===== src/rtl/point_mass_integrator_speed_limit_assert.svh =====
// assertion macros for the point mass integrator
`ifndef POINT_MASS_INTEGRATOR_SPEED_LIMIT_ASSERT_SVH
`define POINT_MASS_INTEGRATOR_SPEED_LIMIT_ASSERT_SVH

// implication checked on every clock edge outside reset
`define PMI_ASSERT_IMPL(label, clk, rst, ante, cons, msg) \
   label: assert property (@(posedge clk) disable iff (rst) (ante) |-> (cons)) \
      else $error(msg);

// implication checked in the cycle after the antecedent
`define PMI_ASSERT_NEXT(label, clk, rst, ante, cons, msg) \
   label: assert property (@(posedge clk) disable iff (rst) (ante) |=> (cons)) \
      else $error(msg);

`endif


===== src/rtl/pmi_pkg.sv =====
`timescale 1ns / 1ps
package pmi_pkg;
   localparam int unsigned CfgWidth    = 31;
   localparam int unsigned CfgIdxWidth = 2;
   localparam int unsigned DtWidth     = 24;
   localparam int unsigned HeadWidth   = 18;
   localparam int unsigned ValWidth    = 32;
   localparam int unsigned FracBits    = 16;
   localparam int unsigned RootBits    = 32;
   localparam logic [CfgWidth-1:0] MassReset  = 31'd65536;
   localparam logic [CfgWidth-1:0] SpeedReset = 31'd6553600;
   localparam logic [CfgWidth-1:0] LimitReset = 31'd65536000;
   localparam logic [63:0] EpsSq = 64'd429;
   localparam logic [HeadWidth-1:0] HeadOne = 18'd65536;

   localparam logic [CfgIdxWidth-1:0] RegMass  = 2'd0;
   localparam logic [CfgIdxWidth-1:0] RegSpeed = 2'd1;
   localparam logic [CfgIdxWidth-1:0] RegLimit = 2'd2;

   localparam logic [1:0] FuncStep    = 2'd0;
   localparam logic [1:0] FuncLoadPos = 2'd1;
   localparam logic [1:0] FuncLoadVel = 2'd2;

   // signed divide unit: 64-bit dividend magnitude, 32-bit divisor
   localparam int unsigned DivBits = 64;

   typedef enum logic [4:0] {
      ST_IDLE,
      ST_DV_MUL,
      ST_DV_DIV,
      ST_DV_ADD,
      ST_SQ1,
      ST_SQ_MUL,
      ST_CLAMP_TEST,
      ST_ROOT1,
      ST_ROOT_RUN,
      ST_CL_MUL,
      ST_CL_DIV,
      ST_CL_WR,
      ST_POS_MUL,
      ST_POS_ADD,
      ST_SQ2,
      ST_SQ2_MUL,
      ST_EPS_TEST,
      ST_ROOT2,
      ST_ROOT2_RUN,
      ST_HD_DIV,
      ST_HD_WR,
      ST_OUT
   } state_type;
endpackage


===== src/rtl/pmi_sqrt.sv =====
`timescale 1ns / 1ps
// bit-pair integer square root, one result bit per cycle
module pmi_sqrt
   import pmi_pkg::*;
(
   input  logic        clock,
   input  logic        reset,
   input  logic        start,
   input  logic [63:0] radicand,
   output logic [RootBits-1:0] root,
   output logic        done
);
   logic [63:0] n_ff, n_in, r_ff, r_in, b_ff, b_in;
   logic busy_ff, busy_in, done_ff, done_in;
   logic [63:0] rb;

   assign rb = r_ff + b_ff;

   always_comb begin
      n_in = n_ff; r_in = r_ff; b_in = b_ff; busy_in = busy_ff; done_in = 1'b0;
      if (start) begin
         n_in = radicand; r_in = '0; b_in = 64'h4000_0000_0000_0000; busy_in = 1'b1;
      end else if (busy_ff) begin
         if (n_ff >= rb) begin
            n_in = n_ff - rb;
            r_in = (r_ff >> 1) + b_ff;
         end else begin
            r_in = r_ff >> 1;
         end
         b_in = b_ff >> 2;
         if (b_ff[0]) begin
            busy_in = 1'b0; done_in = 1'b1;
         end
      end
   end

   always_ff @(posedge clock) begin
      if (reset) begin
         busy_ff <= 1'b0; done_ff <= 1'b0;
      end else begin
         busy_ff <= busy_in; done_ff <= done_in;
      end
      n_ff <= n_in; r_ff <= r_in; b_ff <= b_in;
   end

   assign root = r_ff[RootBits-1:0];
   assign done = done_ff;
endmodule


===== config.mk =====
export PLATFORM = sky130hd
export DESIGN_NAME = pmi_sqrt
export DESIGN_NICKNAME = d
export VERILOG_FILES = /design/src/rtl/point_mass_integrator_speed_limit_assert.svh /design/src/rtl/pmi_pkg.sv /design/src/rtl/pmi_sqrt.sv
export SDC_FILE = /design/constraint.sdc
export NUM_CORES = 1
export LEC_CHECK = 0
export BUFFER_PORTS_ARGS = -buffer_cell sky130_fd_sc_hd__buf_2
export CORE_MARGIN = 3
export CORE_UTILIZATION = 55
export CTS_CLUSTER_DIAMETER = 50
export DETAILED_ROUTE_END_ITERATION = 10
export HOLD_SLACK_MARGIN = 0.06
export PLACE_DENSITY_LB_ADDON = 0.15
export SYNTH_ARGS = -nofsm -noshare
export SYNTH_HDL_FRONTEND = slang
export SYNTH_SLANG_ARGS = --single-unit

===== constraint.sdc =====
create_clock -name clock -period 10.48 [get_ports clock]
set_input_delay 0.524 -clock clock [delete_from_list [all_inputs] [get_ports clock]]
set_output_delay 0.524 -clock clock [all_outputs]
set_load 0.02 [all_outputs]

==> impl_metrics.env, run 1 <==
export IMPL_outcome="complete, no violations"
export IMPL_clkPwrFrac_pct=14.1
export IMPL_cts_root_buf="clkbuf_16"
export IMPL_leakagePower_nw=6.28
export IMPL_syn_mean_instance_area_um2=7.83
export IMPL_async_flop_share_pct=0
export IMPL_synth_most_common_cell="nand2_1"
export IMPL_yosysWarnings=0
export IMPL_grt_pass1_vias=14300
export IMPL_dp_slack_ns=3.45
export IMPL_path_cells="ha_1, a31oi_1, a211o_1, o31ai_1, a31oi_1, o211ai_1, a21oi_1, o21bai_1, xnor2_1, ha_1, nand4_1, nor4_2, nor3_1, a21oi_1, o21ai_1, nand4_2, buf_4, nand2_1, buf_4, or3_1, a311oi_1"
export IMPL_drive_gt1_share_pct=9.87
export IMPL_cts_hold_buf=0
export IMPL_rsz0062_at_grt="no"
export IMPL_hold_ws_ns=0.232
export IMPL_die_area_um2=30400
export IMPL_dpl_cell_area_um2=15900
export IMPL_clock_path_buffers=2
export IMPL_numCtsBuffers=17
export IMPL_seq_area_frac_synth_pct=24.9
export IMPL_synth_common_cells="nand2_1, nor2_1, o21ai_0"
export IMPL_combPwrFrac_pct=63.0
export IMPL_tritoncts="done"
export IMPL_ys_types=82
export IMPL_initial_utilization_pct=56.9
export IMPL_cp_arrival_ns=7.50
export IMPL_synth_flop_cell="dfxtp_1"
export IMPL_p_switching_mw=2.40
export IMPL_antennaDiodeCount=0
export IMPL_wl_per_cell_um=19.9
export IMPL_setup_tns_ns=0
export IMPL_worstSetupEndpointType="flip-flop"
export IMPL_synthTopCellsByArea="dfxtp_1, edfxtp_1, ha_1, nand2_1, xor2_1"
export IMPL_final_cells=2347
export IMPL_cp_data_required_time_ns=10.82
export IMPL_path_buf_inv=2
export IMPL_ys_ff_latch=162
export IMPL_num_io_pins=100
export IMPL_routed_wl_um=46800
export IMPL_power_mw=4.73
export IMPL_drc=0
export IMPL_clk_pin_slew_ns=0.08
export IMPL_critPathMaxStageDelay_ns=0.69
export IMPL_cap_violations=0
export IMPL_grt_pass1_wl_um=75000
export IMPL_synth_edff_count=64
export IMPL_slowest_stage="o31ai_1"
export IMPL_internal_power_mw=2.33
export IMPL_yosysTopAreaCellShare_pct=12.6
export IMPL_slew_headroom_pct=28.3
export IMPL_path_max_fanout=46
export IMPL_fin_crit_ns=7.15
export IMPL_netlist_area_um2=15600
export IMPL_ctsResizeCount=0
export IMPL_grt_total_usage_pct=30.1
export IMPL_die_y_um=174
export IMPL_cts_max_level=4
export IMPL_timing_final_crit_share_pct=68.2
export IMPL_final_area_um2=16500
export IMPL_skew_ns=0.0183
export IMPL_syn2layout_area_growth_pct=5.97
export IMPL_hold_viol_final=0
export IMPL_fin_nets=2160
export IMPL_p_per_area_nw_per_um2=286
export IMPL_crit_family="compound AO/OA/AOI/OAI gates"
export IMPL_grt_overflow=0
export IMPL_drt_pre_antenna_iters=7
export IMPL_die_w_um=174
export IMPL_ir_worst_vdd_v=0.000280
export IMPL_path_class="reg2reg"
export IMPL_rows=60
export IMPL_finalSetupViolCount=0
export IMPL_num_vias=15000
export IMPL_dpl_cell_count=2315
export IMPL_fmax_mhz=140
export IMPL_grt_max_degree=95
export IMPL_post_cts_setup_buffers=0
export IMPL_hp_class="in2reg"
export IMPL_setup_slack_ns=3.33
export IMPL_core_um2=27400
export IMPL_slew_violations=0
export IMPL_cts_sinks=162
export IMPL_cp_start_kind="flip-flop"
export IMPL_p_sw_share_pct=50.7
export IMPL_antenna_left=0
export IMPL_finish_utilization_pct=60.3
export IMPL_drtIter0Drc=1271
export IMPL_antenna_found_initial=0
export IMPL_syn_nets=2188
export IMPL_worstMarginPinSlew_ns=1.08
export IMPL_worstSkewPairLatency_ns=0.44
export IMPL_synthCells=1990
export IMPL_place_gp_congestion=0.960
export IMPL_synth_top_cell_by_area="dfxtp_1"
export IMPL_vias_per_cell=6.39
export IMPL_io_buffers=99
export IMPL_place_hpwl_um=35000
export IMPL_share_seq_of_total_power_pct=22.9
[sequential cells by signal, summed over array words and instances, names as in the netlist]
| register | flops |
|---|---|
| busy_ff | 1 |
| r_ff | 64 |
| b_ff | 32 |
| done | 1 |
| n_ff | 64 |
[power groups by stage]
stage	Sequential, mW	Clock (mW)	Combinational [mW]
floorplan	1.00	0	2.30
global placement	1.09	0	2.89
detailed placement	1.09	0	2.92
CTS	1.08	0.675	2.93
global route	1.11	0.700	3.29
finish	1.08	0.666	2.98
[final timing paths]
kind                 from        to  slack [ns]  depth (start not counted)
setup / recovery  r_ff[2]  r_ff[53]        3.33                         21
hold / removal      reset   busy_ff        0.23                          2
setup reg to reg  r_ff[2]  r_ff[53]        3.33                         21
hold reg to reg   b_ff[0]      done        0.50                          2
[cell families (layout without fill, tap and decap cells)]
kind of cell / count (synthesis) / count (layout) / synth area share [%]
AO/OA/AOI/OAI: 659 / 659 / 28.1
AND/OR/NAND/NOR: 648 / 648 / 19.2
buffers and inverters: 191 / 176 / 5.49
flip-flops: 162 / 162 / 24.9
XOR/XNOR: 151 / 151 / 8.49
adder cells (fa/ha/maj): 131 / 131 / 10.6
multiplexers: 48 / 48 / 3.17
[layout by cell type (no fill, tap or decap), drive strengths merged, types with 11 or more instances in the layout]
cell type  synthesis  routed
o211ai            27      27
nand3             63      63
nand3b            15      15
nand2b            14      14
or3               12      12
a31o              18      18
and2              14      14
nor2             162     162
mux2              11      11
xnor2             66      66
dfxtp             98      98
o31ai             11      11
buf               46     109
o21bai            38      38
clkbuf           110      17
nand2            244     244
a21oi            123     123
inv               34      40
nand4             43      43
a311oi            35      35
a21o              44      44
edfxtp            64      64
mux2i             37      37
nor2b             11      11
o21a              15      15
a211oi            42      42
xor2              85      85
ha               130     130
o21ai            145     145
a31oi             78      78
and3              11      11
nor3              25      25
[metal layers]
layer,global-route usage [%],part of all wire [%]
met3,4.26,4.9
met2,52.2,48
met1,37.7,43
met5,0,0
met4,12.1,3.8
[area by class of cell]
class	count	area, um2
Fill cell	2590	10900
Multi-Input combinational cell	1637	10900
Sequential cell	162	3890
Timing Repair Buffer	109	577
Tap cell	372	465
Clock buffer	17	425
Clock inverter	15	173
Inverter	35	131
Power figures use the tool's default switching activity.
==> run 2: changes to the inputs <==
- ABC_AREA: unset -> 1
- clock period: 10.48 -> 6.1 ns (I/O delays scaled with it)
==> run 2 against run 1 <==
Against the previous run: routed wire length up 68%; cell area up 28%; worst setup slack worse by 2.7 ns; first-iteration DRC count up 140%; fmax up 30%; combinational power up 110%; sequential cell count unchanged; die area up 27%; global-route usage up 9.8 points.
==> impl_metrics.env, run 2 <==
export IMPL_slew_headroom_pct=28.6
export IMPL_synth_xor_xnor_area_share_pct=4.42
export IMPL_final_area_um2=21100
export IMPL_timing_final_crit_share_pct=90.4
export IMPL_num_io_pins=100
export IMPL_hp_class="in2reg"
export IMPL_drt_pre_antenna_iters=7
export IMPL_leakagePower_nw=9.79
export IMPL_tritoncts="done"
export IMPL_skew_ns=0.0163
export IMPL_die_y_um=197
export IMPL_core_um2=35700
export IMPL_critPathMaxStageDelay_ns=0.65
export IMPL_cts_max_level=4
export IMPL_synth_simple_area_share_pct=42.7
export IMPL_grt_total_usage_pct=39.9
export IMPL_synth_edff_count=64
export IMPL_fmax_mhz=181
export IMPL_synthCells=3555
export IMPL_grt_pass1_wl_um=121000
export IMPL_slowest_stage="buf_4"
export IMPL_crit_top_cell="nand2_1"
export IMPL_endpoint="r_ff[41]"
export IMPL_r2r_worst_path_cells=23
export IMPL_p_per_area_nw_per_um2=445
export IMPL_path_cells="ha_1, nand2_1, o21ai_0, nand2_1, o21ai_0, inv_1, nand2_1, nand3_1, nand2_1, nand2_1, nand3_1, nand2_1, ha_1, inv_2, nor3_1, nand2_1, nor2_1, a21oi_4, nand2_4, buf_4, nand2_1, nand3_1, a21oi_1"
export IMPL_grt_max_degree=90
export IMPL_syn2layout_area_growth_pct=5.48
export IMPL_worstSkewPairLatency_ns=0.47
export IMPL_rsz0062_at_grt="no"
export IMPL_path_max_fanout=64
export IMPL_final_cells=4042
export IMPL_cp_arrival_ns=5.81
export IMPL_fin_crit_ns=5.51
export IMPL_rrSetupSlack_ns=0.59
export IMPL_seq_area_frac_synth_pct=19.4
export IMPL_grt_pass1_vias=22700
export IMPL_numCtsBuffers=17
export IMPL_post_cts_setup_buffers=0
export IMPL_hold_viol_final=0
export IMPL_syn_mean_instance_area_um2=5.63
export IMPL_antenna_left=0
export IMPL_num_vias=23900
export IMPL_antenna_found_initial=1
export IMPL_synth_common_cells="nand2_1, inv_1, nor2_1"
export IMPL_syn_nets=3753
export IMPL_netlist_area_um2=20000
export IMPL_die_area_um2=38700
export IMPL_clk_pin_slew_ns=0.07
export IMPL_cp_start_kind="flip-flop"
export IMPL_r2r_end="r_ff[41]"
export IMPL_finalSetupViolCount=0
export IMPL_synth_adder_area_share_pct=8.23
export IMPL_grt_overflow=0
export IMPL_rows=69
export IMPL_cts_root_buf="clkbuf_16"
export IMPL_synthTopCellsByArea="nand2_1, dfxtp_1, edfxtp_1, inv_1, nor2_1"
export IMPL_outcome="complete, no violations"
export IMPL_synth_compound_area_share_pct=12.8
export IMPL_worstSetupEndpointType="flip-flop"
export IMPL_io_buffers=99
export IMPL_ys_ff_latch=162
export IMPL_ir_worst_vdd_v=0.000353
export IMPL_clock_path_buffers=2
export IMPL_dpl_cell_count=4008
export IMPL_synthMuxAreaShare_pct=0
export IMPL_synth_top_family_by_area="simple AND/OR/NAND/NOR gates"
export IMPL_synth_most_common_cell="nand2_1"
export IMPL_slew_violations=0
export IMPL_path_class="reg2reg"
export IMPL_routed_wl_um=78700
export IMPL_initial_utilization_pct=56.0
export IMPL_fin_nets=3765
export IMPL_wl_per_cell_um=19.5
export IMPL_synth_top_cell_by_area="nand2_1"
export IMPL_final_common_cell="nand2_1"
export IMPL_place_hpwl_um=61900
export IMPL_setup_slack_ns=0.588
export IMPL_drc=0
export IMPL_cts_sinks=162
export IMPL_vias_per_cell=5.90
export IMPL_drtIter0Drc=3065
export IMPL_yosysWarnings=0
export IMPL_setup_tns_ns=0
export IMPL_cap_violations=0
export IMPL_dpl_cell_area_um2=20500
export IMPL_yosysTopAreaCellShare_pct=22.5
export IMPL_reg2reg_from="r_ff[20]"
export IMPL_crit_start="r_ff[20]"
export IMPL_drive_gt1_share_pct=5.20
export IMPL_cp_data_required_time_ns=6.40
export IMPL_worstMarginPinSlew_ns=1.07
export IMPL_dp_slack_ns=0.946
export IMPL_ys_types=47
export IMPL_place_gp_congestion=1.14
export IMPL_async_flop_share_pct=0
export IMPL_reg_top3="n_ff x64, r_ff x64, b_ff x32"
export IMPL_synth_flop_cell="dfxtp_1"
export IMPL_final_cell_mix="nand2_1, inv_1, nor2_1"
export IMPL_die_w_um=197
## run 2: repair_timing
item	4_1_cts	5_1_grt
resized for setup	0	0
endpoints found under the hold margin	2	0
hold buffers	1	0
## run 2: where the power goes
part           switching [mW]  internal (mW)
clock network           0.566          0.563
registers               0.446           1.55
logic                    4.21           2.06
total                    5.22           4.17
## run 2: cell families after synthesis
kind of cell / after synthesis
xor+xnor: 101
flops: 162
simple gates: 2077
compound gates: 475
fa+ha+maj: 131
buf+inv: 609
## run 2: layout make-up
| type | instances | area (um2) |
|---|---|---|
| inverters | 492 | 1850 |
| flip-flops and latches | 162 | 3880 |
| fillers | 3729 | 14600 |
| clock inverters | 12 | 114 |
| well taps | 461 | 577 |
| diodes | 1 | 2.50 |
| multi-input cells | 2784 | 13600 |
| repair buffers | 110 | 596 |
| clock buffers | 20 | 457 |
## run 2: how the worst min path moves through the flow
stage / from / end / cells after the start
6_report: radicand[43] / n_ff[43] / 3
5_1_grt: radicand[9] / n_ff[9] / 3
4_1_cts: radicand[12] / n_ff[12] / 3
3_5_place_dp: reset / busy_ff / 2
3_3_place_gp: reset / busy_ff / 2
2_1_floorplan: reset / busy_ff / 1
## run 2: layer usage
layer / vias to the layer above / GRT usage (%) / part of all wire (%)
li1: 11400 / - / -
met1: 10700 / 49.1 / 38
met2: 1464 / 66.7 / 46
met3: 291 / 5.88 / 10
met4: 0 / 23.1 / 6.5
met5: - / 0 / 0
## run 2: critical path, delay by kind of cell, from the launching register on
kind	cells	cell delay, ns
fa+ha+maj	2	0.68
buf+inv	3	0.78
flops	1	0.64
compound gates	4	0.86
simple gates	14	2.38
## run 2: through the flow
step	util (%)	power, mW	hold WS (ns)
after CTS	59.1	9.14	0.104
after floorplan	-	6.40	0.374
final	59.1	9.40	0.111
after global placement	57.4	7.83	0.466
after global routing	59.1	10.1	0.124
after detailed placement	57.4	8.01	0.481
==> run 3: changes to the inputs <==
- REMOVE_ABC_BUFFERS: unset -> 1
==> run 3 against run 2 <==
Against the previous run: clock power increased by 7%; sequential cell count unchanged; via count decreased by 2.0%; fmax decreased by 1.1%; critical path type unchanged; largest power group unchanged; highest routed layer unchanged.
==> impl_metrics.env, run 3 (synthesis results as in run 2) <==
export IMPL_outcome="complete, no violations"
export IMPL_ir_worst_vdd_v=0.000339
export IMPL_r2r_worst_path_cells=19
export IMPL_initial_utilization_pct=56.0
export IMPL_grt_overflow=0
export IMPL_p_per_area_nw_per_um2=444
export IMPL_final_cell_mix="nand2_1, inv_1, nor2_1"
export IMPL_die_area_um2=38700
export IMPL_die_y_um=197
export IMPL_hold_viol_final=0
export IMPL_post_cts_setup_buffers=0
export IMPL_finalSetupViolCount=0
export IMPL_wl_per_cell_um=19.1
export IMPL_reg_top3="n_ff x64, r_ff x64, b_ff x32"
export IMPL_worstSkewPairLatency_ns=0.49
export IMPL_cap_violations=0
export IMPL_slew_violations=0
export IMPL_grt_pass1_vias=22000
export IMPL_rows=69
export IMPL_cts_root_buf="clkbuf_16"
export IMPL_cts_sinks=162
export IMPL_numCtsBuffers=17
export IMPL_vias_per_cell=5.78
export IMPL_drc=0
export IMPL_antennaDiodeCount=0
export IMPL_routed_wl_um=77400
export IMPL_top_usage_layer="met2"
export IMPL_path_class="reg2reg"
export IMPL_place_hpwl_um=61900
export IMPL_skew_ns=0.0211
export IMPL_tritoncts="done"
export IMPL_internal_power_mw=4.22
export IMPL_dpl_cell_count=4011
export IMPL_met3_usage_pct=5.25
export IMPL_cp_start_kind="flip-flop"
export IMPL_worstMarginPinSlew_ns=1.03
export IMPL_use_met1_pct=47.7
export IMPL_grt_max_degree=90
export IMPL_share_seq_of_total_power_pct=21.1
export IMPL_fin_nets=3768
export IMPL_core_um2=35700
export IMPL_grt_pass1_wl_um=118000
export IMPL_final_common_cell="nand2_1"
export IMPL_p_sw_share_pct=55.2
export IMPL_leakagePower_nw=9.83
export IMPL_rsz0062_at_grt="no"
export IMPL_p_switching_mw=5.19
export IMPL_antenna_found_initial=0
export IMPL_hp_class="in2reg"
export IMPL_antenna_left=0
export IMPL_clk_pin_slew_ns=0.08
export IMPL_cp_arrival_ns=5.72
export IMPL_use_met2_pct=65.2
export IMPL_place_gp_congestion=1.13
export IMPL_die_w_um=197
export IMPL_fin_crit_ns=5.57
export IMPL_cts_max_level=4
export IMPL_setup_tns_ns=0
export IMPL_clkPwrFrac_pct=12.8
export IMPL_drt_pre_antenna_iters=6
export IMPL_drive_gt1_share_pct=5.30
export IMPL_grt_total_usage_pct=38.9
export IMPL_slew_headroom_pct=31.2
export IMPL_syn2layout_area_growth_pct=5.89
export IMPL_cp_data_required_time_ns=6.25
export IMPL_final_cells=4044
export IMPL_worstSetupEndpointType="flip-flop"
export IMPL_path_max_fanout=47
export IMPL_num_vias=23400
export IMPL_finish_utilization_pct=59.3
export IMPL_fillers=3666
export IMPL_timing_final_crit_share_pct=91.4
export IMPL_combPwrFrac_pct=66.1
export IMPL_io_buffers=99
export IMPL_drtIter0Drc=2569
export IMPL_num_io_pins=100
export IMPL_holdPathStages=3
export IMPL_fmax_mhz=179
export IMPL_clock_path_buffers=2
[run 3: cell count changes in the layout (fill, tap and decap cells not counted)]
cell,previous run,this run
buf_4,10,13
bufinv_16,0,1
clkbuf_1,1,0
clkbuf_8,2,0
clkinv_2,1,0
clkinv_4,3,2
clkinv_8,0,4
diode_2,1,0
inv_12,0,2
inv_6,3,2
inv_8,5,4
[run 3: timing repair]
action                                 4_1_cts  5_1_grt
hold buffers                                 1        0
endpoints found under the hold margin        2        0
resized for setup                            0        0
[run 3: per-layer routing]
metal | up-vias | routed length, um
li1 | 11400 | -
met1 | 10500 | 30500
met2 | 1178 | 35200
met3 | 278 | 6300
met4 | 0 | 5340
met5 | - | 0
[run 3: final cells by class]
class / instances / area (um2) / area share, %
well taps: 461 / 577 / 2.72
flip-flops and latches: 162 / 3880 / 18.3
clock inverters: 15 / 208 / 0.980
multi-input cells: 2784 / 13600 / 64.3
inverters: 492 / 1850 / 8.71
repair buffers: 113 / 618 / 2.92
clock buffers: 17 / 425 / 2.01
[run 3: worst paths after layout]
kind | start | endpoint | slack (ns)
worst max-delay path | r_ff[26] | n_ff[3] | 0.53
worst min-delay path | radicand[43] | n_ff[43] | 0.09
worst max register to register | r_ff[26] | n_ff[3] | 0.53
worst min register to register | r_ff[0] | r_ff[0] | 0.51
[run 3: power groups by stage]
stage               Clock (mW)  Combinational (mW)  Sequential, mW
detailed placement           0                6.00            1.98
global placement             0                5.90            1.97
finish                    1.21                6.22            1.98
CTS                       1.21                6.05            1.96
global route              1.25                6.85            2.01
floorplan                    0                4.29            1.87
[run 3: worst max-delay path, cell delays in order (launching register included)]
cell,delay (ns)
dfxtp_1,0.58
ha_1,0.29
nand2_1,0.14
o21ai_0,0.42
nand2_1,0.20
o21ai_0,0.39
o21bai_1,0.18
a21oi_1,0.12
o21ai_0,0.35
xnor2_1,0.12
ha_1,0.39
nand2_1,0.17
nor2_1,0.19
nand2_1,0.13
nor2_1,0.22
a21oi_4,0.10
nand2_4,0.08
nand2_2,0.25
nand2_2,0.54
buf_12,0.33
[run 3: per-stage QoR]
stage          total power, mW  worst slack (ns)  cell area (um2)  hold slack [ns]
2_1_floorplan             6.16            -0.602            19400            0.367
5_1_grt                   10.1             0.207            21200            0.101
3_3_place_gp              7.87             0.729            20600            0.466
3_5_place_dp              7.99             0.771            20600            0.474
6_report                  9.41             0.526            21200           0.0921
4_1_cts                   9.21             0.725            21200           0.0887
