`config.mk`:
```
export PLATFORM = sky130hd
export DESIGN_NAME = pmi_divider
export DESIGN_NICKNAME = d
export VERILOG_FILES = /design/src/rtl/point_mass_integrator_speed_limit_assert.svh /design/src/rtl/pmi_pkg.sv /design/src/rtl/pmi_divider.sv
export SDC_FILE = /design/constraint.sdc
export NUM_CORES = 1
export LEC_CHECK = 0
export BUFFER_PORTS_ARGS = -buffer_cell sky130_fd_sc_hd__buf_2
export CORE_ASPECT_RATIO = 1.2
export CORE_MARGIN = 2
export CORE_UTILIZATION = 50
export CTS_CLUSTER_DIAMETER = 30
export DETAILED_ROUTE_END_ITERATION = 8
export HOLD_SLACK_MARGIN = 0.15
export PLACE_DENSITY = 0.81
export SETUP_SLACK_MARGIN = 0.1
export SKIP_LAST_GASP = 1
export SLEW_MARGIN = 20
export SYNTH_ARGS = -nofsm -noshare
export SYNTH_HDL_FRONTEND = slang
export SYNTH_SLANG_ARGS = --single-unit
```
`constraint.sdc`:
```
create_clock -name clock -period 8.13 [get_ports clock]
set_input_delay 0.813 -clock clock [delete_from_list [all_inputs] [get_ports clock]]
set_output_delay 0.813 -clock clock [all_outputs]
set_load 0.03 [all_outputs]
```
`src/rtl/point_mass_integrator_speed_limit_assert.svh`:
```
// assertion macros for the point mass integrator
`ifndef POINT_MASS_INTEGRATOR_SPEED_LIMIT_ASSERT_SVH
`define POINT_MASS_INTEGRATOR_SPEED_LIMIT_ASSERT_SVH

// implication checked on every clock edge outside reset
`define PMI_ASSERT_IMPL(label, clk, rst, ante, cons, msg) \
   label: assert property (@(posedge clk) disable iff (rst) (ante) |-> (cons)) \
      else $error(msg);

// implication checked in the cycle after the antecedent
`define PMI_ASSERT_NEXT(label, clk, rst, ante, cons, msg) \
   label: assert property (@(posedge clk) disable iff (rst) (ante) |=> (cons)) \
      else $error(msg);

`endif

```
`src/rtl/pmi_pkg.sv`:
```
`timescale 1ns / 1ps
package pmi_pkg;
   localparam int unsigned CfgWidth    = 31;
   localparam int unsigned CfgIdxWidth = 2;
   localparam int unsigned DtWidth     = 24;
   localparam int unsigned HeadWidth   = 18;
   localparam int unsigned ValWidth    = 32;
   localparam int unsigned FracBits    = 16;
   localparam int unsigned RootBits    = 32;
   localparam logic [CfgWidth-1:0] MassReset  = 31'd65536;
   localparam logic [CfgWidth-1:0] SpeedReset = 31'd6553600;
   localparam logic [CfgWidth-1:0] LimitReset = 31'd65536000;
   localparam logic [63:0] EpsSq = 64'd429;
   localparam logic [HeadWidth-1:0] HeadOne = 18'd65536;

   localparam logic [CfgIdxWidth-1:0] RegMass  = 2'd0;
   localparam logic [CfgIdxWidth-1:0] RegSpeed = 2'd1;
   localparam logic [CfgIdxWidth-1:0] RegLimit = 2'd2;

   localparam logic [1:0] FuncStep    = 2'd0;
   localparam logic [1:0] FuncLoadPos = 2'd1;
   localparam logic [1:0] FuncLoadVel = 2'd2;

   // signed divide unit: 64-bit dividend magnitude, 32-bit divisor
   localparam int unsigned DivBits = 64;

   typedef enum logic [4:0] {
      ST_IDLE,
      ST_DV_MUL,
      ST_DV_DIV,
      ST_DV_ADD,
      ST_SQ1,
      ST_SQ_MUL,
      ST_CLAMP_TEST,
      ST_ROOT1,
      ST_ROOT_RUN,
      ST_CL_MUL,
      ST_CL_DIV,
      ST_CL_WR,
      ST_POS_MUL,
      ST_POS_ADD,
      ST_SQ2,
      ST_SQ2_MUL,
      ST_EPS_TEST,
      ST_ROOT2,
      ST_ROOT2_RUN,
      ST_HD_DIV,
      ST_HD_WR,
      ST_OUT
   } state_type;
endpackage

```
`src/rtl/pmi_divider.sv`:
```
`timescale 1ns / 1ps
// restoring divider, one quotient bit per cycle, signed truncating
module pmi_divider
   import pmi_pkg::*;
(
   input  logic              clock,
   input  logic              reset,
   input  logic              start,
   input  logic signed [63:0] dividend,
   input  logic [31:0]       divisor,
   output logic signed [63:0] quotient,
   output logic              done
);
   logic [DivBits-1:0] rem_ff, rem_in, quo_ff, quo_in;
   logic [6:0] cnt_ff, cnt_in;
   logic busy_ff, busy_in, neg_ff, neg_in, done_ff, done_in;
   logic [32:0] trial;
   logic [DivBits-1:0] mag;

   assign mag = dividend[63] ? (~dividend + 64'd1) : dividend;
   assign trial = {rem_ff[31:0], quo_ff[DivBits-1]} - {1'b0, divisor};

   always_comb begin
      rem_in = rem_ff; quo_in = quo_ff; cnt_in = cnt_ff;
      busy_in = busy_ff; neg_in = neg_ff; done_in = 1'b0;
      if (start) begin
         rem_in = '0; quo_in = mag; cnt_in = 7'(DivBits);
         busy_in = 1'b1; neg_in = dividend[63];
      end else if (busy_ff) begin
         if (!trial[32]) begin
            rem_in = {32'd0, trial[31:0]};
            quo_in = {quo_ff[DivBits-2:0], 1'b1};
         end else begin
            rem_in = {rem_ff[DivBits-2:0], quo_ff[DivBits-1]};
            quo_in = {quo_ff[DivBits-2:0], 1'b0};
         end
         cnt_in = cnt_ff - 7'd1;
         if (cnt_ff == 7'd1) begin
            busy_in = 1'b0; done_in = 1'b1;
         end
      end
   end

   always_ff @(posedge clock) begin
      if (reset) begin
         busy_ff <= 1'b0; done_ff <= 1'b0; cnt_ff <= '0;
      end else begin
         busy_ff <= busy_in; done_ff <= done_in; cnt_ff <= cnt_in;
      end
      rem_ff <= rem_in; quo_ff <= quo_in; neg_ff <= neg_in;
   end

   assign quotient = neg_ff ? (~quo_ff + 64'd1) : quo_ff;
   assign done = done_ff;
endmodule

```
==> results of run 1 <==
[how the worst max path moves through the flow]
stage	startpoint	to	cells past startpoint
6_report	quo_ff[15]$_DFFE_PP_	quotient[63]	10
3_3_place_gp	quo_ff[15]$_DFFE_PP_	quotient[61]	10
2_1_floorplan	quo_ff[15]$_DFFE_PP_	quotient[61]	9
4_1_cts	quo_ff[15]$_DFFE_PP_	quotient[63]	10
5_1_grt	quo_ff[4]$_DFFE_PP_	quotient[61]	10
3_5_place_dp	quo_ff[15]$_DFFE_PP_	quotient[61]	10
[sequential cells by signal (all words and copies together), names as in the netlist]
name,flops
quo_ff,64
rem_ff,32
done,1
busy_ff,1
neg_ff,1
cnt_ff,7
[area by class of cell]
cell class                      count  share of cell area (%)
Sequential cell                   106                    27.1
Antenna cell                        1                  0.0245
Timing Repair Buffer              169                    8.45
Clock buffer                       10                    2.34
Inverter                           55                    2.02
Multi-Input combinational cell    892                    56.9
Tap cell                          220                    2.69
Clock inverter                      6                   0.465
[where the power goes]
| group | leakage [nW] | switching (mW) | internal (mW) |
|---|---|---|---|
| sequential | 0.976 | 0.0648 | 0.638 |
| combinational | 3.00 | 0.406 | 0.238 |
| clock | 0.141 | 0.213 | 0.220 |
[Yosys cell counts (5+ instances only)]
| cell type | number | area [sq um] |
|---|---|---|
| a21oi_1 | 85 | 425 |
| dfxtp_1 | 41 | 821 |
| and4_1 | 5 | 43.8 |
| nand4_1 | 9 | 56.3 |
| xnor2_1 | 85 | 744 |
| o41ai_1 | 17 | 149 |
| mux2i_1 | 6 | 60.1 |
| nand3_1 | 18 | 90.1 |
| edfxtp_1 | 65 | 1950 |
| nor4_1 | 14 | 87.6 |
| a21o_1 | 21 | 158 |
| nand2_1 | 106 | 398 |
| inv_1 | 54 | 203 |
| or2_2 | 11 | 68.8 |
| o21a_1 | 5 | 37.5 |
| a21boi_0 | 5 | 37.5 |
| ha_1 | 36 | 450 |
| nand3b_1 | 8 | 60.1 |
| buf_1 | 5 | 18.8 |
| a311oi_1 | 21 | 184 |
| o31ai_1 | 41 | 308 |
| or3_1 | 13 | 81.3 |
| nand2b_1 | 8 | 50.1 |
| clkbuf_1 | 56 | 210 |
| xor2_1 | 66 | 578 |
| nor3_1 | 12 | 60.1 |
| o211ai_1 | 6 | 45.0 |
| or4_1 | 16 | 120 |
| a31oi_1 | 7 | 43.8 |
| o21ai_0 | 61 | 305 |
| and3_1 | 5 | 31.3 |
| nor2_1 | 138 | 518 |
| a211oi_1 | 18 | 135 |
[worst max-delay path, delay by kind of cell, from the launching register on]
family                 cells  cell delay, ns
AND/OR/NAND/NOR            7            2.91
flip-flops                 1            0.43
buffers and inverters      1            0.21
XOR/XNOR                   1            0.15
AO/OA/AOI/OAI              1            0.24
[per-layer routing]
layer | up-vias | GRT usage (%) | wire [um]
met5 | - | 0 | 0
met4 | 0 | 9.62 | 591
met3 | 38 | 2.58 | 1540
met2 | 323 | 41.8 | 11300
met1 | 3996 | 30.0 | 9710
li1 | 4274 | - | -
[cell families after synthesis]
logic type / count (synthesis) / synth area share [%]
AOI/OAI and AO/OA: 307 / 22.3
and+or+nand+nor: 387 / 20.9
DFF: 106 / 30.8
xor gates and xnor gates: 151 / 14.7
adders and majority gates: 37 / 5.22
muxes: 10 / 1.17
buffers and inverters: 117 / 4.91
==> results.ini, run 1 <==
[run_status]
outcome=finished, final reports clean

[cells_and_area]
multiInputGateArea_sq_mm=0.00581
nFillCells=1579
mostFrequentLayoutCell=buf_2
instances_no_fill=1459
fin_area_sq_mm=0.0102
area_growth_pct=13.4
final_cell_mix=buf_2, nor2_1, nand2_1, a21oi_1, xnor2_1
nets=1369
layout-drive-gt1-share_pct=17.5
finish.utilization_pct=58.2
regArea_sq_mm=0.00277

[place]
pre_cts_slack_ns=3.41
gp_congestion=0.905
io_buffers=163
placement.cell_area_sq_mm=0.00993
post-dp-hpwl_um=17000
placed_cells=1442

[floorplan]
dieArea_sq_mm=0.0191
core_area_sq_mm=0.0176
fp.dieW_um=127
die_h_um=151
initial_core_util_pct=51.3
num_rows=53
top_level_ports=164

[sta]
slew_headroom_pct=30.2
report.final.slew_viol_count=0
period_needed_ns=5.12
setup_viol=0
tns_ns=0
clock_skew_ns=0.00734
hold_violations=0
whs_ns=0.496
fmax_mhz=195
fin_crit_sh_pct=63.0
rsz0062_at_grt=false
postLayoutSetupSlackWorst_ns=3.01
worst_pin_slew_ns=1.05

[clock_tree]
post-cts-setup-buffers=0
clock_tree.buffer_depth=2
cts_tree=done
cts_made_buffers=9
clk_latency_ns=0.36
root_buffer=clkbuf_16
clk_pin_slew_ns=0.08
cts_resized=0
clkSinkCount=106
holdBufCountCts=0
h-tree-depth=3

[yosys]
ys_seq_area_share_pct=30.8
synth-edff-count=65
synth_warnings=0
syn_nets=1251
yosysUniqueCellTypes=67
ys_ff_latch=106
synthCells=1115
async_flop_share_pct=0
synthFlopType=edfxtp_1
avgSynthCellArea_sq_um=8.08
syn_area_sq_mm=0.00901

[power]
p_per_area_mw_per_mm2=174
p_leak_nw=4.11
irDropWorstVdd_uv=84.1
power_mw=1.78

[drt]
viasPerCell=5.92
vias=8631
drc=0
dr.pass1.iters=5
routed_wl_um=23100
drtAntennaViolNets=0
wl_per_cell_um=15.8
detail_route.iter0.violations=658

[critical_path]
cp_slowest_cell=or4_4
reg2reg_from=quo_ff[63]$_DFFE_PP_
crit_top_cell=or4_4
critPathLaunchType=register
rr_worst_depth=13
endpoint_kind=output pin
crit_arrival_ns=4.31
r2r_end=rem_ff[18]$_SDFFE_PP0P_
path_cells=or4_4, nor4_4, nand4b_2, or4_4, or3_4, or4_4, or4_4, o31ai_2, xnor2_1, buf_2
critPathMaxStageDelay_ns=0.60
r2r_setup_slack_ns=4.20
critPathMaxFanout=5
required_ns=7.32
critPathKind=reg2out

[run]
drv_cap=0

[global_route]
grt_pass1_vias=7990
grt_usage_pct=23.8
grt_pass1_wl_um=37500
antenna_found_initial=2
grt_max_degree=93
grt_overflow_total=0

[min_path]
min_from=rem_ff[1]$_SDFFE_PP0P_
worstHoldPathCells=2
hp-class=reg2reg
whs_endpoint=rem_ff[1]$_SDFFE_PP0P_

Note: power is estimated with default switching activity, not from simulation.
==> run 2: changes to the inputs <==
--- a/config.mk
+++ b/config.mk
@@ -5,6 +5,7 @@
 export SDC_FILE = /design/constraint.sdc
 export NUM_CORES = 1
 export LEC_CHECK = 0
+export ABC_AREA = 1
 export BUFFER_PORTS_ARGS = -buffer_cell sky130_fd_sc_hd__buf_2
 export CORE_ASPECT_RATIO = 1.2
 export CORE_MARGIN = 2
@@ -12,7 +13,7 @@
 export CTS_CLUSTER_DIAMETER = 30
 export DETAILED_ROUTE_END_ITERATION = 8
 export HOLD_SLACK_MARGIN = 0.15
-export PLACE_DENSITY = 0.81
+export PLACE_DENSITY = 0.82
 export SETUP_SLACK_MARGIN = 0.1
 export SKIP_LAST_GASP = 1
 export SLEW_MARGIN = 20
==> constraint.sdc (replaced) <==
create_clock -name clock -period 4.3 [get_ports clock]
set_input_delay 0.43 -clock clock [delete_from_list [all_inputs] [get_ports clock]]
set_output_delay 0.43 -clock clock [all_outputs]
set_load 0.03 [all_outputs]
==> run 2 against run 1 <==
Net effect:
- wire length up 64%
- power increased by 84%
- first-iteration DRC count rose by 25%
- critical path depth up 2
- via count increased by 49%
- critical endpoint is now quotient[32]
- largest cell class unchanged
- highest routed layer unchanged
==> results.ini, run 2 <==
[sta]
whs_ns=0.228
worst_pin_slew_ns=0.849
fmax_mhz=288
setup_viol=0
rsz0062_at_grt=false
slew_headroom_pct=43.3
fin_crit_sh_pct=80.8
hold_violations=0
report.final.slew_viol_count=0
tns_ns=0
clock_skew_ns=0.0125
period_needed_ns=3.47
postLayoutSetupSlackWorst_ns=0.827

[critical_path]
critPathMaxFanout=5
r2r_end=quo_ff[0]$_DFFE_PP_
critPathMaxStageDelay_ns=0.41
required_ns=3.87
critPathKind=reg2out
r2r_setup_slack_ns=1.53
startpoint=quo_ff[1]$_DFFE_PP_
path_cells=inv_1, ha_1, nand3_1, nor2_2, nand2_2, nor2_1, nand3_1, nor2_2, nand2_1, o21ai_1, xor2_1, buf_2
crit_arrival_ns=3.04
endpoint_kind=output pin
rr_worst_depth=15
reg2reg_from=quo_ff[63]$_DFFE_PP_
cp-endpoint=quotient[32]
critPathLaunchType=register
cp_slowest_cell=edfxtp_1

[floorplan]
fp.dieW_um=143
num_rows=60
initial_core_util_pct=51.2
dieArea_sq_mm=0.0244
top_level_ports=164
die_h_um=171
core_area_sq_mm=0.0226

[global_route]
grt_pass1_vias=12100
grt_overflow_total=0
antenna_found_initial=0
grt_max_degree=58
grt_pass1_wl_um=58700
grt_usage_pct=30.6

[place]
placement.cell_area_sq_mm=0.0126
io_buffers=163
gp_congestion=1.00
post-dp-hpwl_um=30700
placed_cells=2433
pre_cts_slack_ns=1.38

[drt]
detail_route.iter0.violations=824
vias=12800
drc=0
dr.pass1.iters=7
drtAntennaViolNets=0
routed_wl_um=38000
viasPerCell=5.24
wl_per_cell_um=15.5

[run_status]
outcome=finished, final reports clean

[yosys]
ys_top_cells_by_count=nand2_1, inv_1, nor2_1
yosys.area.top_type=nand2_1
synth_area_leaders=nand2_1, edfxtp_1, inv_1
async_flop_share_pct=0
avgSynthCellArea_sq_um=5.80
syn_nets=2131
yosysUniqueCellTypes=44
ys_ff_latch=106
synthCells=1995
ys_seq_area_share_pct=24.0
yosysMostFrequentCell=nand2_1
synth_top_area_share_pct=22.4
synthFlopType=edfxtp_1
syn_area_sq_mm=0.0116
synth_warnings=0
synth-edff-count=65

[power]
p_per_area_mw_per_mm2=253
p_leak_nw=6.68
irDropWorstVdd_uv=183

[min_path]
hp-class=in2reg

[cells_and_area]
largest-register=quo_ff
largest_reg_flops=64
mostFrequentLayoutCell=nand2_1
instances_no_fill=2449
nets=2270
antenna_cells=0
final_cell_mix=nand2_1, inv_1, nor2_1, buf_2, nand3_1
layout-drive-gt1-share_pct=10.7
reg.largest.list=quo_ff (64), rem_ff (32), cnt_ff (7)
fin_area_sq_mm=0.0129
area_growth_pct=11.9

[clock_tree]
cts_resized=0
clk_pin_slew_ns=0.09
clock_tree.buffer_depth=2
cts_made_buffers=9
clk_latency_ns=0.38
h-tree-depth=3
post-cts-setup-buffers=0
holdBufCountCts=0
clkSinkCount=106
root_buffer=clkbuf_16
cts_tree=done

[run]
drv_cap=0

-- run 2: metrics by stage --
stage	total power [mW]	util (%)
global placement	2.37	55.9
detailed placement	2.38	55.9
floorplan	2.00	-
finish	3.27	57.3
CTS	3.26	57.3
global route	3.40	57.3
-- run 2: cells by family (layout without fill, tap and decap cells) --
group / after synthesis / in the layout / share of synthesized area, %
adder cells (fa/ha/maj): 37 / 37 / 4.07
buffers and inverters: 383 / 527 / 12.8
AND/OR/NAND/NOR: 1208 / 1208 / 43.7
AO/OA/AOI/OAI: 156 / 156 / 7.47
flip-flops: 106 / 106 / 24.0
XOR/XNOR: 105 / 105 / 7.95
-- run 2: power by group --
| part | total, mW | switching (mW) | internal [mW] |
|---|---|---|---|
| Combinational | 1.12 | 0.800 | 0.317 |
| Clock | 0.892 | 0.447 | 0.446 |
| Sequential | 1.26 | 0.0833 | 1.18 |
-- run 2: worst min path at each step --
stage                      startpoint                     end  slack, ns  cells past startpoint
5_1_grt                         reset      busy_ff$_SDFF_PP0_       0.25                      2
3_3_place_gp   cnt_ff[6]$_SDFFE_PP0P_  cnt_ff[6]$_SDFFE_PP0P_       0.46                      2
2_1_floorplan  cnt_ff[6]$_SDFFE_PP0P_  cnt_ff[6]$_SDFFE_PP0P_       0.44                      2
4_1_cts                         reset      busy_ff$_SDFF_PP0_       0.22                      2
3_5_place_dp   rem_ff[5]$_SDFFE_PP0P_  rem_ff[5]$_SDFFE_PP0P_       0.47                      2
6_report                        reset      busy_ff$_SDFF_PP0_       0.23                      2
-- run 2: area by class of cell --
cell class / instances / area (sq um)
fillers: 2299 / 9660
multi-input cells: 1506 / 7320
flip-flops and latches: 106 / 2770
inverters: 339 / 1270
repair buffers: 172 / 883
well taps: 310 / 388
clock buffers: 11 / 254
clock inverters: 5 / 53.8
-- run 2: metal layers --
metal | vias to the layer above | track usage, % | share of wire (%)
met4 | 0 | 19.3 | 6.4
met2 | 499 | 53.8 | 48
met5 | - | 0 | 0
li1 | 6501 | - | -
met1 | 5700 | 35.3 | 39
met3 | 138 | 3.44 | 6.2
-- run 2: worst max-delay path, delay by kind of cell (launching register included) --
kind	cells	cell delay, ns
xor gates and xnor gates	1	0.36
and+or+nand+nor	7	1.06
AOI/OAI and AO/OA	1	0.16
buffers and inverters	2	0.41
adders and majority gates	1	0.26
DFF	1	0.41
==> run 3: changes to the inputs <==
--- a/config.mk
+++ b/config.mk
@@ -5,7 +5,7 @@
 export SDC_FILE = /design/constraint.sdc
 export NUM_CORES = 1
 export LEC_CHECK = 0
-export ABC_AREA = 1
+export ABC_AREA = 0
 export BUFFER_PORTS_ARGS = -buffer_cell sky130_fd_sc_hd__buf_2
 export CORE_ASPECT_RATIO = 1.2
 export CORE_MARGIN = 2
@@ -13,7 +13,7 @@
 export CTS_CLUSTER_DIAMETER = 30
 export DETAILED_ROUTE_END_ITERATION = 8
 export HOLD_SLACK_MARGIN = 0.15
-export PLACE_DENSITY = 0.82
+export PLACE_DENSITY = 0.81
 export SETUP_SLACK_MARGIN = 0.1
 export SKIP_LAST_GASP = 1
 export SLEW_MARGIN = 20
==> constraint.sdc (replaced) <==
create_clock -name clock -period 3.5 [get_ports clock]
set_input_delay 0.35 -clock clock [delete_from_list [all_inputs] [get_ports clock]]
set_output_delay 0.35 -clock clock [all_outputs]
set_load 0.03 [all_outputs]
==> run 3 against run 2 <==
Net effect:
- the run now ends with negative setup slack left
- hold slack got worse by 0.052 ns
- via count decreased by 28%
- power increased by 33%
- setup slack got worse by 1.8 ns
- combinational power increased by 60%
- first-iteration DRC count decreased by 3.9%
- register-to-register slack got worse by 1.2 ns
- clock-buffer cell count decreased by 1
==> results.ini, run 3 (same netlist as run 1, synthesis figures left out) <==
[critical_path]
rr_worst_depth=13
critPathLaunchType=register
r2r_setup_slack_ns=0.29
critPathMaxFanout=3
reg2reg_from=quo_ff[63]$_DFFE_PP_
endpoint_kind=output pin
critPathKind=reg2out
r2r_end=rem_ff[7]$_SDFFE_PP0P_
crit_arrival_ns=4.08
required_ns=3.15

[clock_tree]
cts_made_buffers=9
root_buffer=clkbuf_16
clk_latency_ns=0.36
h-tree-depth=3
clkSinkCount=106
cts_tree=done
clock_tree.buffer_depth=2
clk_pin_slew_ns=0.07

[run_status]
violations=negative setup slack
outcome=finished with violations

[floorplan]
initial_core_util_pct=51.3
die_h_um=151
fp.dieW_um=127
core_area_sq_mm=0.0176
num_rows=53
dieArea_sq_mm=0.0191
top_level_ports=164

[cells_and_area]
nets=1486
largest_reg_flops=64
layout-drive-gt1-share_pct=28.0
final_cell_mix=buf_4, nor2_1, buf_2, nand2_1, a21oi_1
mostFrequentLayoutCell=buf_4
regArea_sq_mm=0.00277
reg.largest.list=quo_ff (64), rem_ff (32), cnt_ff (7)
nFillCells=1396
largest-register=quo_ff
multiInputGateArea_sq_mm=0.00618
area_growth_pct=28.6

[power]
irDropWorstVdd_uv=257
p_per_area_mw_per_mm2=375
p_leak_nw=4.84

[sta]
postLayoutSetupSlackWorst_ns=-0.932
setup_viol=18
tns_ns=-6.77
hold_violations=0
whs_ns=0.176
fmax_mhz=226
report.final.slew_viol_count=0
slew_headroom_pct=30.6
worst_pin_slew_ns=1.04
fin_crit_sh_pct=127
period_needed_ns=4.43
rsz0062_at_grt=true
clock_skew_ns=0.0119

[drt]
dr.pass1.iters=6
detail_route.iter0.violations=792
viasPerCell=5.88
routed_wl_um=25800
drtAntennaViolNets=0
wl_per_cell_um=16.4
drc=0
vias=9277

[global_route]
grt_usage_pct=25.9
grt_pass1_wl_um=40600
grt_pass1_vias=8750
grt_max_degree=96
grt_overflow_total=0
antenna_found_initial=3

[min_path]
worstHoldPathCells=2
whs_endpoint=cnt_ff[6]$_SDFFE_PP0P_
min_from=reset
hp-class=in2reg

[run]
drv_cap=0

[place]
io_buffers=163
gp_congestion=0.995
post-dp-hpwl_um=18800

[run 3: cell count changes in the layout (fill, tap and decap cells not counted), sizes merged, moves of 38 or more]
cell	previous run	this run
nand2	702	106
xnor2	24	85
nand3	148	18
a21oi	35	85
nor2	248	138
inv	343	55
o31ai	4	42
buf	172	285
[run 3: timing repair]
action                     in CTS  in global routing
pin swaps                       7                 10
setup endpoints to repair      24                 55
setup buffers                   6                  9
hold buffers                    0                  0
resized for setup              46                 61
[run 3: routing by layer]
metal  global-route usage, %  routed length (um)
met5                       0                  13
met4                    9.62                 815
met3                    3.32                1680
met2                    47.2               13000
met1                    31.1               10300
[run 3: cell type report]
type | instances | area share (%)
multi-input cells | 892 | 53.3
flip-flops and latches | 106 | 23.9
repair buffers | 286 | 16.2
well taps | 220 | 2.37
clock buffers | 10 | 1.97
inverters | 55 | 1.78
clock inverters | 6 | 0.367
diodes | 2 | 0.0432
[run 3: critical path, cell delays in order, from the launching register on]
cell	delay (ns)
edfxtp_1	0.40
or4_1	0.63
nor2_2	0.21
nand4b_4	0.14
or4_4	0.46
or3_4	0.35
or4_4	0.45
or4_4	0.48
o31ai_4	0.26
xnor2_2	0.17
buf_4	0.19
[run 3: worst max-delay path by stage]
stage | endpoint | slack, ns | from | depth (start not counted)
6_report | quotient[63] | -0.93 | quo_ff[23]$_DFFE_PP_ | 10
5_1_grt | quotient[63] | -1.02 | quo_ff[15]$_DFFE_PP_ | 10
4_1_cts | quotient[63] | -0.92 | quo_ff[15]$_DFFE_PP_ | 10
3_5_place_dp | quotient[63] | -0.68 | quo_ff[23]$_DFFE_PP_ | 10
3_3_place_gp | quotient[63] | -0.66 | quo_ff[5]$_DFFE_PP_ | 11
2_1_floorplan | quotient[61] | -0.40 | quo_ff[15]$_DFFE_PP_ | 9
[run 3: through the flow]
step / total power [mW] / cells / utilization [%] / setup WS [ns] / cell area (sq um)
4_1_cts: 4.30 / 1567 / 64.3 / -0.922 / 11300
2_1_floorplan: 2.74 / 1115 / - / -0.402 / 9070
3_3_place_gp: 3.26 / 1545 / 61.4 / -0.659 / 10800
6_report: 4.35 / 1577 / 66.0 / -0.932 / 11600
5_1_grt: 4.58 / 1576 / 66.0 / -1.02 / 11600
3_5_place_dp: 3.29 / 1545 / 61.4 / -0.677 / 10800
[run 3: power breakdown]
group          leakage, nW  switching, mW  total (mW)  internal, mW
Combinational         3.73           1.06        1.79         0.730
Clock                0.129          0.478       0.963         0.485
Sequential           0.976          0.120        1.60          1.48
